==> src/rtl/core/kwfd_fifo.sv <==
// Small first-in first-out queue of words with show-ahead output.
`default_nettype none

module kwfd_fifo #(
  parameter int unsigned WIDTH = 8,
  parameter int unsigned DEPTH = 2
) (
  input  wire logic             clk_i,
  input  wire logic             rst_ni,
  input  wire logic             push_i,
  input  wire logic [WIDTH-1:0] data_i,
  output logic                  full_o,
  input  wire logic             pop_i,
  output logic      [WIDTH-1:0] data_o,
  output logic                  empty_o
);

  localparam int unsigned PTR_W = (DEPTH > 1) ? $clog2(DEPTH) : 1;
  localparam int unsigned CNT_W = $clog2(DEPTH + 1);

  logic [WIDTH-1:0] slot_q [DEPTH];
  logic [PTR_W-1:0] wr_ptr_q, wr_ptr_d, rd_ptr_q, rd_ptr_d;
  logic [CNT_W-1:0] cnt_q, cnt_d;
  logic             do_push, do_pop;

  assign full_o  = (cnt_q == CNT_W'(DEPTH));
  assign empty_o = (cnt_q == '0);
  assign data_o  = slot_q[rd_ptr_q];
  assign do_push = push_i && !full_o;
  assign do_pop  = pop_i && !empty_o;

  always_comb begin
    wr_ptr_d = wr_ptr_q;
    rd_ptr_d = rd_ptr_q;
    cnt_d    = cnt_q;
    if (do_push) begin
      wr_ptr_d = (wr_ptr_q == PTR_W'(DEPTH - 1)) ? '0 : wr_ptr_q + 1'b1;
    end
    if (do_pop) begin
      rd_ptr_d = (rd_ptr_q == PTR_W'(DEPTH - 1)) ? '0 : rd_ptr_q + 1'b1;
    end
    if (do_push && !do_pop) begin
      cnt_d = cnt_q + 1'b1;
    end else if (do_pop && !do_push) begin
      cnt_d = cnt_q - 1'b1;
    end
  end

  always_ff @(posedge clk_i or negedge rst_ni) begin
    if (!rst_ni) begin
      wr_ptr_q <= '0;
      rd_ptr_q <= '0;
      cnt_q    <= '0;
    end else begin
      wr_ptr_q <= wr_ptr_d;
      rd_ptr_q <= rd_ptr_d;
      cnt_q    <= cnt_d;
    end
  end

  always_ff @(posedge clk_i) begin
    if (do_push) begin
      slot_q[wr_ptr_q] <= data_i;
    end
  end

endmodule

`default_nettype wire

==> config.mk <==
export PLATFORM = sky130hd
export DESIGN_NAME = kwfd_fifo
export DESIGN_NICKNAME = d
export VERILOG_FILES = /design/src/rtl/core/kwfd_fifo.sv
export SDC_FILE = /design/constraint.sdc
export NUM_CORES = 1
export LEC_CHECK = 0
export ABC_AREA = 1
export BUFFER_PORTS_ARGS = -buffer_cell sky130_fd_sc_hd__buf_2
export CORE_MARGIN = 3
export CORE_UTILIZATION = 50
export DETAILED_ROUTE_END_ITERATION = 12
export PLACE_DENSITY_LB_ADDON = 0.2
export SYNTH_ARGS = -nofsm -noshare
export SYNTH_HDL_FRONTEND = slang
export SYNTH_SLANG_ARGS = --single-unit
==> constraint.sdc <==
create_clock -name clk_i -period 2.8 [get_ports clk_i]
set_input_delay 0.56 -clock clk_i [delete_from_list [all_inputs] [get_ports clk_i]]
set_output_delay 0.56 -clock clk_i [all_outputs]
set_load 0.005 [all_outputs]
; ---- Word-level counts from Yosys, hierarchy flattened
; Memory sizes are Yosys's and may differ from the RTL's.
; Index checks and enable logic that the tools add are counted.
; W data, S select, Z words.
[word_totals]
reg_bits = 4
ram_bits = 16
inputBits = 12
out_inout_bits = 10
wordCells = 25
n_memories = 1
[mem_list]
columns = memory, words, width, rd, rd_ports_with_merged_regs, wr, line_no
row1 = slot_q, 2, 8, 1, 0, 1, 21  ; logic [WIDTH-1:0] slot_q [DEPTH];
[op_classes]
n_addsub = 4
n_eq_ne = 1
mux = 6
reduce_logical = 10
[op_table]
columns = op, n
row1 = $logic_and A1 B1 Y1, 4
row2 = $logic_not A1 Y1, 4
row3 = $mux W1, 4
row4 = $mux W2, 2
row5 = $add A1 B1 Y1 const B, 2
row6 = $add A2 B1 Y2 const B, 1
row7 = $eq A2 B2 Y1 const B, 1
row8 = $logic_not A2 Y1, 1
row9 = $reduce_bool A2 Y1, 1
row10 = $sub A2 B1 Y2 const B, 1

; ---- Depth between registers and ports, before layout
[depth]
word_depth = 7
ltp_mapped = 9

; ---- Least setup slack after synthesis
; OpenSTA, ideal clock, no wires.
[synth_timing]
kind = input port to flip-flop
from = input push_i
to = memory slot_q[1][0], enable pin
setup_ns = 0.371
t_arrival_ns = 1.030
required_ns = 2.429
setup_slack_ns = 1.400
cell_stages = 2
path_buffers = 0
cell_sequence = o21ai_0 > nor2_1
[synth_between]
elab_chain_cells = 3
[synth_lines]
columns = item, line_no
row1 = start: declaration, 10  ; input wire logic push_i,
row2 = $logic_and A1 B1 Y1, 29  ; assign do_push = push_i && !full_o;
row3 = $mux W1, 62  ; if (do_push) begin
row4 = $mux W1 (implied by the code), 63  ; slot_q[wr_ptr_q] <= data_i;
row5 = end: declaration, 21
; Every way passes these cells.

; ---- Worst setup path after layout
[layout_timing]
from = register rd_ptr_q
to = output data_o[7]
[layout_between]
elab_chain_cells = 1
[layout_lines]
columns = item, line_no
row1 = start: declaration, 22  ; logic [PTR_W-1:0] wr_ptr_q, wr_ptr_d, rd_ptr_q, rd_ptr_d;
row2 = start signal: assignment, 56  ; rd_ptr_q <= rd_ptr_d;
row3 = $mem_v2 Z2 W8, --
row4 = end: declaration, 14  ; output logic [WIDTH-1:0] data_o,
; Every way passes these cells.

==> reports/qor.yml <==
status: "completed"
rows: 13
grt_pass1_wl_um: 2160
p_total_w: 0.000921
hold_violations: 0
antenna_found_initial: 0
syn_nets: 86
p_leak_nw: 0.460
clk_latency_ns: 0.29
post-place-ws_ns: 1.13
cts_tree: "done"
die-area_um2: 2140
synth_fa_ha_area_frac: 0.0155
netlist_instances: 73
yosys_warnings: 0
start_kind: "register"
initial_core_util: 0.579
fin_hold_ws_ns: 0.0526
drv_slew: 0
synth_compound_area_frac: 0.0124
synth_area_um2: 810
clk_path_buf_depth: 2
clkTransAtPathRegs_ns: 0.11
holdCritPathClass: "primary input to async pin"
layout_setup_ws_ns: 0.994
ios: 22
cp.required_ns: 2.24
setup_viol: 0
area_growth_pct: 17.9
rsz0062_at_grt: "no"
fillers: 120
nNetsFinal: 111
num_antenna_cells: 0
vias_per_cell: 4.81
num_vias: 539
cts_hold_buf: 0
synth-simple-area-share: 0.201
fp.dieH_um: 46.2
drive_above_1_share: 0.278
muxShareOfSynthArea: 0
yosys.cell_types.count: 14
crit_type: "register to output pin"
cp.arrival_ns: 1.25
cts_resized: 0
place_congestion: 0.722
die_w_um: 46.2
fmax_ghz: 0.554
cts_buffers: 3
yosysSeqAreaShare: 0.717
avgSynthCellArea_um2: 11.1
cts_setup_buffers: 0
synth_top_family_by_area: "simple AND/OR/NAND/NOR gates"
worst_clock_skew_ns: 0.00336
relSlewSlack: 0.552
seqCellArea_um2: 581
drc: 0
totalWireLength_um: 1360
final.min_clock_period_ns: 1.81
critPathCaptureType: "output pin"
grt_max_degree: 12
place.detailed.hpwl_um: 996
synth_xor_area_frac: 0.0108
ir_worst_vdd_mv: 0.593
detail-route-antenna-nets: 0
synth-seq-cells: 20
gr-total-overflow: 0
htree_levels: 1
cp_max_fo: 10
p_per_area_nw_per_um2: 965
fin_crit_sh: 0.645
grt_pass1_vias: 523
cap_violations: 0
grt_usage: 0.148
drtIter0Drc: 10
cts_sinks: 20
io_buffers: 21
wl_per_cell_um: 12.1
worst_pin_slew_ns: 0.669
fin_setup_tns_ns: 0
core_um2: 1400
drt-pass1-iter-count: 4
multi_input_area_um2: 194
clockRootBuffer: "clkbuf_4"
## per-stage QoR
stage                     cell area (um^2)  std cells  utilization
final                                  955        112        0.682
after global routing                   955        112        0.682
after CTS                              955        112        0.682
after detailed placement               928        108        0.664
after global placement                 928        108        0.664
after floorplan                        810         73            -
## state kept, by name (all words and copies together) (netlist names)
| signal | flops |
|---|---|
| slot_q | 16 |
| rd_ptr_q | 1 |
| cnt_q | 2 |
| wr_ptr_q | 1 |
## cell families after synthesis
group,count (synthesis)
AO/OA/AOI/OAI,2
XOR/XNOR,1
adder cells (fa/ha/maj),1
buffers and inverters,9
flip-flops,20
AND/OR/NAND/NOR,40
## cell usage after synthesis (all sizes together)
cell    number  area, um^2
nor2         4        20.0
edfxtp      16         480
xnor2        1        8.76
dfrtp        4         100
nand2       33         124
inv          8        30.0
o21ai        2        10.0
nand4        1        6.26
nand3        1        5.00
nand3b       1        7.51
buf          1        5.00
ha           1        12.5
## critical path, cell delays in order (launching register included)
cell and delay [ns]:
dfrtp_1 0.54, inv_2 0.16, nand2_1 0.09, nand2_1 0.05
buf_2 0.12
## final timing paths
check | start | endpoint | slack (ns) | cells past startpoint
setup reg to reg | cnt_q[1] | slot_q[1][5] | 1.26 | 3
hold / removal | rst_ni | cnt_q[0] | 0.05 | 1
hold reg to reg | wr_ptr_q | wr_ptr_q | 0.51 | 2
setup / recovery | rd_ptr_q | data_o[7] | 0.99 | 4
min in group clk_i | data_i[6] | slot_q[1][6] | 0.45 | 1
max in group asynchronous | rst_ni | wr_ptr_q | 2.62 | 1
## per-layer routing
metal	GRT usage	wire [um]
met4	0.0682	0
met1	0.170	588
met5	0	0
met2	0.255	694
met3	0.0391	76
## area by class of cell
type / instances / area share
tap: 15 / 0.0197
clock buffer: 4 / 0.0275
timing repair buffer: 21 / 0.110
sequential: 20 / 0.608
inverter: 8 / 0.0315
multi-input combinational: 44 / 0.203
## where the power goes
group	internal (W)	switching [W]
clock	0.0000554	0.0000823
sequential	0.000413	0.0000568
combinational	0.000130	0.000183
total	0.000599	0.000322
## cells in the final DEF, fill, tap and decap left out
cell	synthesis	routed
buf_2	1	21
clkbuf_1	0	1
clkbuf_4	0	3
dfrtp_1	4	4
edfxtp_1	16	16
ha_1	1	1
inv_1	7	7
inv_2	1	1
nand2_1	33	33
nand3_1	1	1
nand3b_1	1	1
nand4_1	1	1
nor2_1	2	2
nor2_2	2	2
o21ai_0	2	2
xnor2_1	1	1
Note: power is estimated with default switching activity, not from simulation.
